<file path="config.mk">
export PLATFORM = sky130hd
export DESIGN_NAME = base64_stream_decoder
export DESIGN_NICKNAME = d
export VERILOG_FILES = /design/src/rtl/b64sd_pkg.sv /design/src/rtl/b64sd_front.sv /design/src/rtl/b64sd_queue.sv /design/src/rtl/b64sd_back.sv /design/src/rtl/base64_stream_decoder.sv
export SDC_FILE = /design/constraint.sdc
export NUM_CORES = 1
export LEC_CHECK = 0
export ABC_AREA = 1
export BUFFER_PORTS_ARGS = -buffer_cell sky130_fd_sc_hd__buf_2
export CAP_MARGIN = 20
export CORE_ASPECT_RATIO = 0.8
export CORE_MARGIN = 4
export CORE_UTILIZATION = 35
export DETAILED_ROUTE_END_ITERATION = 10
export PLACE_DENSITY = 0.62
export RECOVER_POWER = 25
export REMOVE_ABC_BUFFERS = 1
export SLEW_MARGIN = 20
export SYNTH_ARGS = -nofsm -noshare
export SYNTH_HDL_FRONTEND = slang
export SYNTH_SLANG_ARGS = --single-unit
</file>
<file path="constraint.sdc">
create_clock -name clock -period 11.47 [get_ports clock]
set_clock_uncertainty 0.1 [all_clocks]
set_input_delay 2.294 -clock clock [delete_from_list [all_inputs] [get_ports clock]]
set_output_delay 2.294 -clock clock [all_outputs]
set_load 0.005 [all_outputs]
</file>
<file path="src/rtl/b64sd_pkg.sv">
// Shared types, codes and the character table for the base64 stream decoder.
`default_nettype none
package b64sd_pkg;

   localparam int unsigned MAX_SYMBOLS_DEFAULT = 65536;
   localparam logic [15:0] CAP_RESET           = 16'd49152;
   localparam int unsigned QUEUE_DEPTH         = 2;

   // Status codes reported on the final result
   localparam logic [1:0] ST_OK        = 2'd0;
   localparam logic [1:0] ST_INVALID   = 2'd1;
   localparam logic [1:0] ST_TOO_SMALL = 2'd2;

   typedef enum logic [2:0] {
      CLS_DATA = 3'd0,
      CLS_PAD  = 3'd1,
      CLS_CR   = 3'd2,
      CLS_LF   = 3'd3,
      CLS_BAD  = 3'd4
   } cls_type;

   typedef struct packed {
      cls_type    cls;
      logic [5:0] value;
      logic       last;
   } entry_type;

   // Map one raw character to its class and six-bit value
   function automatic entry_type classify(input logic [7:0] c, input logic last);
      entry_type e;
      e.last  = last;
      e.value = 6'd0;
      e.cls   = CLS_BAD;
      case (c) inside
         [8'h41:8'h5A]: begin
            e.cls   = CLS_DATA;
            e.value = 6'(c - 8'h41);
         end
         [8'h61:8'h7A]: begin
            e.cls   = CLS_DATA;
            e.value = 6'(c - 8'h61 + 8'd26);
         end
         [8'h30:8'h39]: begin
            e.cls   = CLS_DATA;
            e.value = 6'(c - 8'h30 + 8'd52);
         end
         8'h2B: begin
            e.cls   = CLS_DATA;
            e.value = 6'd62;
         end
         8'h2F: begin
            e.cls   = CLS_DATA;
            e.value = 6'd63;
         end
         8'h3D: e.cls = CLS_PAD;
         8'h0D: e.cls = CLS_CR;
         8'h0A: e.cls = CLS_LF;
         default: e.cls = CLS_BAD;
      endcase
      return e;
   endfunction

endpackage
`default_nettype wire

</file>
<file path="src/rtl/b64sd_front.sv">
// Front end: takes characters off the input channel and classifies them for the queue.
`default_nettype none
module b64sd_front (
   input  wire logic                  req_valid,
   input  wire logic [7:0]            req_symbol,
   input  wire logic                  req_last,
   output logic                       req_stall,
   input  wire logic                  q_full,
   output logic                       q_push,
   output b64sd_pkg::entry_type       q_entry
);

   assign req_stall = q_full;
   assign q_push    = req_valid && !q_full;
   assign q_entry   = b64sd_pkg::classify(req_symbol, req_last);

endmodule
`default_nettype wire

</file>
<file path="src/rtl/b64sd_queue.sv">
// Two-entry queue between the classifier and the decode back end.
`default_nettype none
module b64sd_queue (
   input  wire logic                  clock,
   input  wire logic                  reset,
   input  wire logic                  push,
   input  wire b64sd_pkg::entry_type  push_entry,
   output logic                       full,
   input  wire logic                  pop,
   output logic                       head_valid,
   output b64sd_pkg::entry_type       head_entry
);

   localparam int unsigned PW = (b64sd_pkg::QUEUE_DEPTH > 1) ?
                                $clog2(b64sd_pkg::QUEUE_DEPTH) : 1;
   localparam int unsigned CW = $clog2(b64sd_pkg::QUEUE_DEPTH + 1);

   b64sd_pkg::entry_type slot_ff [b64sd_pkg::QUEUE_DEPTH];
   logic [PW-1:0] wr_ptr_ff, wr_ptr_in;
   logic [PW-1:0] rd_ptr_ff, rd_ptr_in;
   logic [CW-1:0] count_ff, count_in;
   logic          do_push, do_pop;

   assign full       = (count_ff == CW'(b64sd_pkg::QUEUE_DEPTH));
   assign head_valid = (count_ff != '0);
   assign head_entry = slot_ff[rd_ptr_ff];
   assign do_push    = push && !full;
   assign do_pop     = pop && head_valid;

   function automatic logic [PW-1:0] bump(input logic [PW-1:0] p);
      if (p == PW'(b64sd_pkg::QUEUE_DEPTH - 1)) begin
         return '0;
      end
      return p + PW'(1);
   endfunction

   always_comb begin
      wr_ptr_in = do_push ? bump(wr_ptr_ff) : wr_ptr_ff;
      rd_ptr_in = do_pop  ? bump(rd_ptr_ff) : rd_ptr_ff;
      count_in  = count_ff + CW'(do_push) - CW'(do_pop);
   end

   always_ff @(posedge clock) begin
      if (reset) begin
         wr_ptr_ff <= '0;
         rd_ptr_ff <= '0;
         count_ff  <= '0;
      end else begin
         wr_ptr_ff <= wr_ptr_in;
         rd_ptr_ff <= rd_ptr_in;
         count_ff  <= count_in;
      end
   end

   always_ff @(posedge clock) begin
      if (do_push) begin
         slot_ff[wr_ptr_ff] <= push_entry;
      end
   end

   a_count_bound: assert property (@(posedge clock) disable iff (reset)
      count_ff <= CW'(b64sd_pkg::QUEUE_DEPTH))
      else $error("queue count above depth");
   a_push_grows: assert property (@(posedge clock) disable iff (reset)
      do_push && !do_pop |=> count_ff == $past(count_ff) + CW'(1))
      else $error("queue count did not grow on push");
   a_pop_shrinks: assert property (@(posedge clock) disable iff (reset)
      do_pop && !do_push |=> count_ff == $past(count_ff) - CW'(1))
      else $error("queue count did not shrink on pop");

endmodule
`default_nettype wire

</file>
<file path="src/rtl/b64sd_back.sv">
// Back end: group assembly, error tracking, length accounting and the result register.
`default_nettype none
module b64sd_back #(
   parameter int unsigned MAX_SYMBOLS = b64sd_pkg::MAX_SYMBOLS_DEFAULT
) (
   input  wire logic                  clock,
   input  wire logic                  reset,
   input  wire logic                  csr_wr_en,
   input  wire logic [15:0]           csr_wr_data,
   input  wire logic                  q_valid,
   input  wire b64sd_pkg::entry_type  q_entry,
   output logic                       q_pop,
   output logic                       rsp_valid,
   input  wire logic                  rsp_stall,
   output logic [7:0]                 rsp_first_byte,
   output logic [7:0]                 rsp_second_byte,
   output logic [7:0]                 rsp_third_byte,
   output logic [1:0]                 rsp_byte_count,
   output logic [1:0]                 rsp_status,
   output logic [15:0]                rsp_total_length,
   output logic                       rsp_final_res
);

   localparam int unsigned SCW = $clog2(MAX_SYMBOLS + 1);
   localparam int unsigned CW  = (SCW > 16) ? SCW : 16;

   logic [15:0]    cap_ff;
   logic [23:0]    acc_ff,  acc_in;
   logic [1:0]     fill_ff, fill_in;
   logic [1:0]     pad_ff,  pad_in;
   logic [SCW-1:0] sc_ff,   sc_in;
   logic [SCW-1:0] need_ff, need_in;
   logic [15:0]    bw_ff,   bw_in;
   logic           err_ff,  err_in;
   logic           pcr_ff,  pcr_in;

   logic           rsp_valid_ff;
   logic [7:0]     b0_ff, b0_in, b1_ff, b1_in, b2_ff, b2_in;
   logic [1:0]     cnt_ff, cnt_in, st_ff, st_in;
   logic [15:0]    tot_ff, tot_in;
   logic           fin_ff;

   logic           out_ready, fire;
   logic [16:0]    bw_sum;
   logic [CW-1:0]  need_w;

   assign out_ready = !rsp_valid_ff || !rsp_stall;
   assign fire      = q_valid && out_ready;
   assign q_pop     = out_ready;

   always_comb begin
      acc_in  = acc_ff;
      fill_in = fill_ff;
      pad_in  = pad_ff;
      sc_in   = sc_ff;
      need_in = need_ff;
      bw_in   = bw_ff;
      err_in  = err_ff;
      pcr_in  = pcr_ff;
      b0_in   = 8'd0;
      b1_in   = 8'd0;
      b2_in   = 8'd0;
      cnt_in  = 2'd0;
      st_in   = b64sd_pkg::ST_OK;
      tot_in  = 16'd0;
      bw_sum  = 17'd0;
      need_w  = '0;

      if (!err_ff) begin
         if (pcr_ff) begin
            pcr_in = 1'b0;
            if (q_entry.cls != b64sd_pkg::CLS_LF) err_in = 1'b1;
         end else if (q_entry.cls == b64sd_pkg::CLS_CR) begin
            pcr_in = 1'b1;
         end else if (q_entry.cls != b64sd_pkg::CLS_LF) begin
            if (q_entry.cls == b64sd_pkg::CLS_BAD) begin
               err_in = 1'b1;
            end else if (q_entry.cls == b64sd_pkg::CLS_PAD) begin
               if (pad_ff == 2'd2) err_in = 1'b1;
               else pad_in = pad_ff + 2'd1;
            end else if (pad_ff != 2'd0) begin
               err_in = 1'b1;
            end
            if (!err_in) begin
               if (sc_ff == SCW'(MAX_SYMBOLS)) begin
                  err_in = 1'b1;
               end else begin
                  sc_in  = sc_ff + SCW'(1);
                  acc_in = {acc_ff[17:0], q_entry.value};
                  // required length grows on three of every four symbols, pads take one back
                  need_in = need_ff + SCW'(fill_ff != 2'd3)
                            - SCW'(q_entry.cls == b64sd_pkg::CLS_PAD);
                  if (fill_ff == 2'd3) begin
                     fill_in = 2'd0;
                     cnt_in  = 2'd3 - pad_in;
                     b0_in   = acc_in[23:16];
                     if (cnt_in > 2'd1) b1_in = acc_in[15:8];
                     if (cnt_in > 2'd2) b2_in = acc_in[7:0];
                     bw_sum = {1'b0, bw_ff} + 17'(cnt_in);
                     bw_in  = bw_sum[16] ? 16'hFFFF : bw_sum[15:0];
                  end else begin
                     fill_in = fill_ff + 2'd1;
                  end
               end
            end
         end
      end

      if (q_entry.last) begin
         need_w = CW'(need_in);
         if (err_in || pcr_in) begin
            st_in = b64sd_pkg::ST_INVALID;
         end else if (need_w > CW'(cap_ff)) begin
            st_in  = b64sd_pkg::ST_TOO_SMALL;
            tot_in = (need_w > CW'(16'hFFFF)) ? 16'hFFFF : need_w[15:0];
         end else begin
            tot_in = bw_in;
         end
         // drop all message state for the next message
         acc_in  = '0;
         fill_in = '0;
         pad_in  = '0;
         sc_in   = '0;
         need_in = '0;
         bw_in   = '0;
         err_in  = 1'b0;
         pcr_in  = 1'b0;
      end
   end

   always_ff @(posedge clock) begin
      if (reset) begin
         cap_ff <= b64sd_pkg::CAP_RESET;
      end else if (csr_wr_en) begin
         cap_ff <= csr_wr_data;
      end
   end

   always_ff @(posedge clock) begin
      if (reset) begin
         acc_ff  <= '0;
         fill_ff <= '0;
         pad_ff  <= '0;
         sc_ff   <= '0;
         need_ff <= '0;
         bw_ff   <= '0;
         err_ff  <= 1'b0;
         pcr_ff  <= 1'b0;
      end else if (fire) begin
         acc_ff  <= acc_in;
         fill_ff <= fill_in;
         pad_ff  <= pad_in;
         sc_ff   <= sc_in;
         need_ff <= need_in;
         bw_ff   <= bw_in;
         err_ff  <= err_in;
         pcr_ff  <= pcr_in;
      end
   end

   always_ff @(posedge clock) begin
      if (reset) begin
         rsp_valid_ff <= 1'b0;
      end else if (out_ready) begin
         rsp_valid_ff <= q_valid;
      end
   end

   always_ff @(posedge clock) begin
      if (fire) begin
         b0_ff  <= b0_in;
         b1_ff  <= b1_in;
         b2_ff  <= b2_in;
         cnt_ff <= cnt_in;
         st_ff  <= st_in;
         tot_ff <= tot_in;
         fin_ff <= q_entry.last;
      end
   end

   assign rsp_valid        = rsp_valid_ff;
   assign rsp_first_byte   = b0_ff;
   assign rsp_second_byte  = b1_ff;
   assign rsp_third_byte   = b2_ff;
   assign rsp_byte_count   = cnt_ff;
   assign rsp_status       = st_ff;
   assign rsp_total_length = tot_ff;
   assign rsp_final_res    = fin_ff;

   a_fill_tracks_count: assert property (@(posedge clock) disable iff (reset)
      fill_ff == sc_ff[1:0])
      else $error("group fill out of step with symbol count");
   a_status_only_final: assert property (@(posedge clock) disable iff (reset)
      rsp_valid_ff && !fin_ff |-> st_ff == b64sd_pkg::ST_OK && tot_ff == 16'd0)
      else $error("status or length on a non-final result");
   a_clear_after_last: assert property (@(posedge clock) disable iff (reset)
      fire && q_entry.last |=> sc_ff == '0 && !err_ff && !pcr_ff && bw_ff == 16'd0)
      else $error("message state not cleared after last");
   a_no_bytes_in_error: assert property (@(posedge clock) disable iff (reset)
      fire && err_ff |=> cnt_ff == 2'd0)
      else $error("bytes emitted after an error");

endmodule
`default_nettype wire

</file>
<file path="src/rtl/base64_stream_decoder.sv">
// A transferred character is written into the queue, then decoded into the result
// register. Throughput: one character per cycle unless a stall holds it; the result
// register advances whenever it is empty or being taken, and a two-entry queue
// absorbs a stall on either side. Reset: synchronous, active high; clears all
// message state and the queue, and sets cap_ff to 49152. No clearing pass.
`default_nettype none
module base64_stream_decoder #(
   parameter int unsigned MAX_SYMBOLS = b64sd_pkg::MAX_SYMBOLS_DEFAULT
) (
   input  wire logic        clock,
   input  wire logic        reset,
   input  wire logic        csr_wr_en,
   input  wire logic [15:0] csr_wr_data,
   input  wire logic        req_valid,
   output logic             req_stall,
   input  wire logic [7:0]  req_symbol,
   input  wire logic        req_last,
   output logic             rsp_valid,
   input  wire logic        rsp_stall,
   output logic [7:0]       rsp_first_byte,
   output logic [7:0]       rsp_second_byte,
   output logic [7:0]       rsp_third_byte,
   output logic [1:0]       rsp_byte_count,
   output logic [1:0]       rsp_status,
   output logic [15:0]      rsp_total_length,
   output logic             rsp_final_res
);

   logic                 q_full, q_push, q_pop, q_head_valid;
   b64sd_pkg::entry_type q_push_entry, q_head_entry;

   b64sd_front u_front (
      .req_valid  (req_valid),
      .req_symbol (req_symbol),
      .req_last   (req_last),
      .req_stall  (req_stall),
      .q_full     (q_full),
      .q_push     (q_push),
      .q_entry    (q_push_entry)
   );

   b64sd_queue u_queue (
      .clock      (clock),
      .reset      (reset),
      .push       (q_push),
      .push_entry (q_push_entry),
      .full       (q_full),
      .pop        (q_pop),
      .head_valid (q_head_valid),
      .head_entry (q_head_entry)
   );

   b64sd_back #(
      .MAX_SYMBOLS (MAX_SYMBOLS)
   ) u_back (
      .clock            (clock),
      .reset            (reset),
      .csr_wr_en        (csr_wr_en),
      .csr_wr_data      (csr_wr_data),
      .q_valid          (q_head_valid),
      .q_entry          (q_head_entry),
      .q_pop            (q_pop),
      .rsp_valid        (rsp_valid),
      .rsp_stall        (rsp_stall),
      .rsp_first_byte   (rsp_first_byte),
      .rsp_second_byte  (rsp_second_byte),
      .rsp_third_byte   (rsp_third_byte),
      .rsp_byte_count   (rsp_byte_count),
      .rsp_status       (rsp_status),
      .rsp_total_length (rsp_total_length),
      .rsp_final_res    (rsp_final_res)
   );

endmodule
`default_nettype wire

</file>
==> out/metrics.cfg <==
[clock_network]
cts-root-buf=clkbuf_16
ctsHoldBuffers=0
ctsHtreeMaxLevel=4
clkSinkCount=161
clkSlewWorstSetupHoldPaths_ns=0.07
clkLatencyLatePin_ns=0.43
cts_resized=0
clock_path_buffers=2
cts_setup_buffers=0
cts_tree=built
numCtsBuffers=17

[sta]
rsz0062_at_grt=no
max_slew_margin_pct=-122
timing.fmax_ghz=0.154
finalSetupTns_ns=0
period_needed_ns=6.50
fin_crit_sh_pct=56.7
report.final.slew_viol_count=70
tightest_slew_ns=3.34
setup_violations=0
final_hold_viol_count=0

[critical_path]
crit_fanout=69
cpMostUsedCell=inv_1
slowest_delay_ns=2.33
critical_path.n_buffers_inverters=4
cpLargestDelayFamily=buffers and inverters
cp_data_arrival_time_ns=6.73
cp.required_ns=11.70
crit_type=in -> reg
critPathLaunchType=input pin
path_cells=buf_2 -> clkbuf_1 -> inv_1 -> nand2_1 -> inv_1 -> o21ai_1 -> nor2_1
cpMaxStageDelayCell=clkbuf_1
endpoint_kind=register

[status]
violations=max-capacitance violations, max-slew violations
status=finished, violations left

[drt]
drc=0
drt-total-wl_um=24000
dr.first_iter.drc_count=679
ant_nets=0
dr_total_vias=8167
drt_first_pass_iters=5
avgRoutedWirePerCell_um=14.2
viasPerCell=4.85

[synth]
async_flop_share_pct=0
yosys_warnings=0
avgSynthCellArea_um2=7.46
syn_area_mm2=0.00938
synth_edf_count=65
synth_cell_types=51
synthCells=1257
seq_area_frac_synth_pct=41.3
ys_ff_latch=161
ys.flop_type=dfxtp_1

[cells_and_area]
drive_gt1_share_pct=9.71
diodes=0
layout_common_cells=297 x nand2_1, 177 x inv_1, 156 x nor2_1, 97 x a21oi_1, 96 x dfxtp_1
fill_cells=2754
multi_input_area_mm2=0.00460
final_common_cell=nand2_1
final-seq-area_mm2=0.00387
area_growth_pct=12.8
nNetsFinal=1396

[die]
ios=77
rows=53
start_util_pct=35.6
die_h_um=154
dieArea_mm2=0.0295
die_x_um=191
core_mm2=0.0263

[global_route]
grt_overflow=0
grt_pass1_wl_um=39100
grt_pass1_vias=7459
grtUsageTotal_pct=16.3
antenna_found_initial=0
grt_max_degree=70

[run]
drv_cap=1

[hold_path]
hp-class=reg -> reg

[place]
dp_hpwl_um=17300
port_buffers=76
gp_congestion=0.890

==> layer usage <==
layer / up-vias / track usage [%] / wire [um]
li1: 4214 / - / -
met1: 3743 / 25.5 / 12600
met2: 196 / 23.8 / 9920
met3: 14 / 2.35 / 1320
met4: 0 / 2.87 / 183
met5: - / 0 / 0
==> cell families (layout without fill, tap and decap cells) <==
| logic type | after synthesis | after routing | synth area share [%] |
|---|---|---|---|
| muxes | 6 | 6 | 0.640 |
| and+or+nand+nor | 596 | 596 | 27.8 |
| xor gates and xnor gates | 21 | 21 | 1.96 |
| buffers and inverters | 221 | 292 | 9.57 |
| AOI/OAI and AO/OA | 201 | 201 | 11.8 |
| DFF | 161 | 161 | 41.3 |
| adders and majority gates | 51 | 51 | 6.96 |
==> worst paths after layout <==
path,from,end,slack (ns),depth (start not counted)
worst max-delay path,reset,u_back.sc_ff[8]$_SDFFE_PP0P_,4.97,7
worst min-delay path,u_queue.rd_ptr_ff$_SDFFE_PP0P_,u_queue.rd_ptr_ff$_SDFFE_PP0P_,0.36,1
worst min register to register,u_queue.rd_ptr_ff$_SDFFE_PP0P_,u_queue.rd_ptr_ff$_SDFFE_PP0P_,0.36,1
worst max register to register,register,u_back.rsp_status[1]$_SDFFCE_PP0P_,6.01,26
==> synthesized netlist by cell type (2+ instances only) <==
master	number	area [um^2]
nand2_1	296	1110
inv_1	175	657
nor2_1	156	586
a21oi_1	97	485
dfxtp_1	96	1920
nand3_1	69	345
edfxtp_1	65	1950
o21ai_0	61	305
ha_1	49	613
nand4_1	24	150
clkbuf_1	20	75.1
nor3_1	18	90.1
a22oi_1	14	105
xor2_1	14	123
buf_2	9	45.0
o21ai_1	8	40.0
o21ai_2	8	70.1
xnor2_1	7	61.3
inv_2	6	22.5
mux2i_1	6	60.1
o211ai_1	5	37.5
buf_4	4	30.0
buf_6	4	45.0
nand2_2	4	25.0
nor4_1	4	25.0
nand3b_1	3	22.5
nor2_4	3	33.8
a31oi_1	2	12.5
buf_1	2	7.51
fa_1	2	40.0
nand2_4	2	22.5
nand3_4	2	35.0
nor2_2	2	12.5
o21a_1	2	15.0
or2_0	2	12.5
==> area by class of cell <==
class	count	area share (%)
clock buffer	17	4.02
timing repair buffer	79	3.62
tap	357	4.22
clock inverter	15	1.55
multi-input combinational	875	43.5
inverter	181	6.43
sequential	161	36.6
==> sequential cells by signal, summed over array words and instances (netlist names), named ones only <==
name                     count
u_queue.slot_ff             20
u_back.acc_ff               18
u_back.need_ff              17
u_back.sc_ff                17
u_back.bw_ff                16
u_back.cap_ff               16
u_back.rsp_total_length     16
u_back.rsp_first_byte        8
u_back.rsp_second_byte       8
u_back.rsp_third_byte        8
u_back.fill_ff               2
u_back.pad_ff                2
u_back.rsp_byte_count        2
u_back.rsp_status            2
u_queue.count_ff             2
u_back.err_ff                1
u_back.pcr_ff                1
u_back.rsp_final_res         1
u_back.rsp_valid             1
u_queue.rd_ptr_ff            1
u_queue.wr_ptr_ff            1
==> per-stage QoR <==
step	setup WS [ns]	util (%)	instances	hold slack, ns	cell area [um^2]
finish	4.97	40.2	1685	0.357	10600
global route	4.49	40.2	1685	0.386	10600
CTS	6.03	40.3	1685	0.361	10600
detailed placement	6.04	38.1	1653	0.351	10000
global placement	6.18	38.1	1653	0.336	10000
floorplan	5.16	-	1217	0.326	9160
Power is not shown: default switching activity piles up to over one toggle a cycle in this logic, so the estimate is an artifact.
